[config.mk]
export PLATFORM = sky130hd
export DESIGN_NAME = prc_ram
export DESIGN_NICKNAME = d
export VERILOG_FILES = /design/src/hw/rtl/prc_ram.sv
export SDC_FILE = /design/constraint.sdc
export NUM_CORES = 1
export LEC_CHECK = 0
export BUFFER_PORTS_ARGS = -buffer_cell sky130_fd_sc_hd__buf_2
export CORE_AREA = 10 10 104 106
export DETAILED_ROUTE_END_ITERATION = 6
export DIE_AREA = 0 0 114 116
export PLACE_DENSITY = 0.77
export SYNTH_ARGS = -nofsm -noshare
export SYNTH_HDL_FRONTEND = slang
export SYNTH_SLANG_ARGS = --single-unit
[constraint.sdc]
create_clock -name clk -period 2.23 [get_ports clk]
set_clock_uncertainty 0.15 [all_clocks]
set_input_delay 0.1115 -clock clk [delete_from_list [all_inputs] [get_ports clk]]
set_output_delay 0.1115 -clock clk [all_outputs]
set_load 0.005 [all_outputs]
[src/hw/rtl/prc_ram.sv]
`default_nettype none
module prc_ram #(
    parameter int WIDTH = 8,
    parameter int DEPTH = 16
) (
    input  wire logic                     clk,
    input  wire logic                     wr_en,
    input  wire logic [$clog2(DEPTH)-1:0] wr_addr,
    input  wire logic [WIDTH-1:0]         wr_data,
    input  wire logic [$clog2(DEPTH)-1:0] rd_addr,
    output logic      [WIDTH-1:0]         rd_data
);
    logic [WIDTH-1:0] mem [DEPTH];

    always_ff @(posedge clk)
    begin
        if (wr_en)
        begin
            mem[wr_addr] <= wr_data;
        end
        rd_data <= mem[rd_addr];
    end
endmodule
`default_nettype wire

Yosys cells after proc, flatten, opt, wreduce, memory -nomap -nowiden
Memory sizes are Yosys's and may differ from the RTL's. A register that Yosys moved wholly into a read port is not among the register bits.
Index checks and enable logic that the tools add are counted.
- add/subtract/negate cells: 0
- multiply operators: 0
- divide/modulo/power cells: 0
- order comparisons: 0
- eq/ne operators: 0
- shift operators: 0
- muxes and demuxes: 2
- bitwise logic cells: 0
- reduce and logical (&&, ||, !) cells: 0
- operator list (kind ; number):
    1-bit two-way mux ; 2
- bits in registers: 0
- latch bits: 0
- RAM bits: 128
- memory bits (read-only): 0
- input port bits: 18
- output and inout port bits: 8
- logic and storage cells: 3
- memories: 1
- memory list (memory ; words ; bits a word ; rd ports ; clocked after memory_dff ; wr ports ; line ; text):
    mem ; 16 ; 8 ; 1 ; 1 ; 1 ; 13 ; logic [WIDTH-1:0] mem [DEPTH];

Longest topological paths before layout
- word-level depth: 2
- gate-level depth with buffers: 5
- mapped depth without buffers: 3

Least setup slack after synthesis
OpenSTA, ideal clock, no wires.
- path kind: input to register
- from: input port wr_addr[2]
- to: memory mem[0][0], enable pin
- setup time: 0.383 ns
- arrival: 1.221 ns
- required time: 1.697 ns
- slack: 0.476 ns
- cell stages on the path: 2
- buffers on the path: 0
- cells stage by stage: or3b_2 nor3_1
- RTL lines (item ; line ; text):
    start: declaration ; 8 ; input wire logic [$clog2(DEPTH)-1:0] wr_addr,
    end: declaration ; 13 ;
Straight into the memory's write port.

==> metrics.csv <==
metric,value,unit
status,"complete, no violations",
io_pins,26,
yosys.cell_count.top_type,edfxtp_1,
internal_power,4940,uW
layout-drive-gt1-share,31.1,%
p_switching,1140,uW
max_freq,647,MHz
antenna_found_initial,0,
clockPowerShare,48.2,%
setup_violations,0,
swShare,18.8,%
slew_violations,0,
io_buffer_count,25,
use_met2,25.7,%
synth-edff-count,128,
critPathKind,reg -> reg,
ys_warn_count,0,
syn_nets,247,
grt_use_met3,4.34,%
netlist.area_leader.share,74.7,%
busiest_layer,met2,
rsz0062_at_grt,no,
cts_tree,yes,
route.vias.total,2507,
fp.dieH,116,microns
holdPathStages,3,
critPathCaptureType,flop,
start_util,59.3,%
htree_num_levels,4,
comb_power_share,4.5,%
ys_seq_area_share,77.8,%
critPathLaunchType,flop,
drt-initial-drc-count,141,
p_per_area,980,nW/um^2
cts_made_buffers,17,
peakVddDrop,0.000633,V
drtAntennaViolNets,0,
post-dp-hpwl,6040,microns
maxCapViolations,0,
ys_types,19,
grt_overflow,0,
chipWidth,114,microns
hp-class,in -> reg,
drt_pass1_iterations,5,
wl_per_cell,24.0,microns
worstRegToRegCells,3,
place_congestion,0.753,
core_area,8680,sq um
synth-main-ff-cell,edfxtp_1,
finalHoldViolations,0,
drt-total-wl,9910,microns
num_antenna_cells,0,
arrival,1.79,ns
cts_buffer_depth,2,
syn_inst,229,
avgSynthCellArea,22.5,sq um
async_flop_share,0,%
track_usage,16.1,%
grt_pass1_vias,2613,
cts_sinks,136,
grt_max_degree,33,
synth_common_cells,"128 x edfxtp_1, 18 x mux4_2, 16 x a22oi_1",
cp_max_fo,1,
synth_area,5150,sq um
cts_setup_buffers,0,
vias_per_cell,6.07,
num_rows,34,
fin_crit_sh,69.3,%
synth_seq_cells,136,
worst_slew_pin_slew,0.597,ns
period_needed,1.55,ns
tns,0,ns
fin_ws,0.684,ns
grt_pass1_wl,15600,microns
clk_pin_slew,0.06,ns
slew_headroom,60.1,%
clock-root-buffer,clkbuf_8,
nets,310,
syn_to_final_growth,20.5,%
clkLatencyLatePin,0.51,ns
grt_use_met1,20.6,%
ys_top_cells_by_area,"edfxtp_1 75%, mux4_2 7.9%, mux4_1 7.1%, dfxtp_1 3.1%, a22oi_1 2.3%",
die_area,13200,sq um
leakage,0.00215,uW
remaining_drc_errors,0,
dp_worst_setup_slack,0.530,ns
synth_top_area_cell,edfxtp_1,
pwr-share-seq,47.3,%
required,2.47,ns
power groups by stage:
stage / Combinational, uW / Clock [uW] / Sequential (uW)
finish: 272 / 2930 / 2880
global placement: 251 / 0 / 2920
global route: 295 / 3090 / 2880
CTS: 275 / 2970 / 2880
detailed placement: 258 / 0 / 2930
floorplan: 145 / 0 / 2920
final cells by class:
cell class | instances | area (sq um)
clock buffer | 20 | 435
sequential | 136 | 4000
timing repair buffer | 54 | 375
tap | 108 | 135
clock inverter | 12 | 198
multi-input combinational | 83 | 1060
fill | 506 | 2470
flip-flops by register name, summed over array words and instances (netlist names):
name and count:
rd_data 8, mem 128
critical path, cell delays in order, from the launching register on:
cell	delay, ns
edfxtp_1	0.40
mux4_1	0.53
a22oi_1	0.27
nand2_1	0.08
metal layers:
| metal | up-vias | part of all wire, % |
|---|---|---|
| li1 | 1103 | - |
| met1 | 1292 | 41 |
| met2 | 98 | 51 |
| met3 | 14 | 6.1 |
| met4 | 0 | 1.7 |
| met5 | - | 0 |
path summary, 6_finish.rpt:
check / start / to / slack (ns)
worst max-delay path: mem[2][1] / rd_data[1] / 0.68
worst max register to register: mem[2][1] / rd_data[1] / 0.68
worst min register to register: mem[12][2] / rd_data[2] / 0.52
worst min-delay path: wr_addr[0] / mem[4][7] / 0.02
kinds of logic after synthesis:
kind of cell           share of synthesized area [%]
and+or+nand+nor                                 3.18
buffers and inverters                           1.68
AOI/OAI and AO/OA                               2.33
DFF                                             77.8
muxes                                           15.0
cell usage in the layout, fill, tap and decap left out:
cell,Yosys,layout
and2_1,1,1
nand3_1,1,1
buf_12,0,1
nor2_1,13,13
a22oi_1,16,16
dlygate4sd3_1,0,8
bufinv_16,0,5
edfxtp_1,128,128
inv_6,0,1
nor3_1,4,4
clkbuf_16,0,16
mux4_2,18,18
nor2b_1,1,1
buf_4,1,20
or3b_2,1,1
nand3b_1,2,2
clkinv_4,0,1
nand2b_1,2,2
clkinvlp_4,0,2
and2b_1,1,1
clkbuf_8,0,2
dfxtp_1,8,8
buf_2,3,25
clkinv_2,0,3
clkbuf_1,0,2
mux4_1,14,14
nand2_1,9,9
repair_timing:
action / 4_1_cts / 5_1_grt
hold endpoints to repair: 128 / 0
hold buffers: 8 / 0
resized for setup: 0 / 0
through the flow:
| stage | total power, uW | utilization (%) | cell area, sq um | hold slack, ns | std cells |
|---|---|---|---|---|---|
| floorplan | 3070 | - | 5150 | 0.0604 | 229 |
| global placement | 3170 | 63.3 | 5490 | 0.333 | 373 |
| detailed placement | 3190 | 63.3 | 5490 | 0.342 | 373 |
| CTS | 6120 | 71.5 | 6200 | 0.00197 | 413 |
| global route | 6260 | 71.5 | 6200 | 0.0187 | 413 |
| finish | 6080 | 71.5 | 6200 | 0.0181 | 413 |
(Power assumes the default switching activity.)
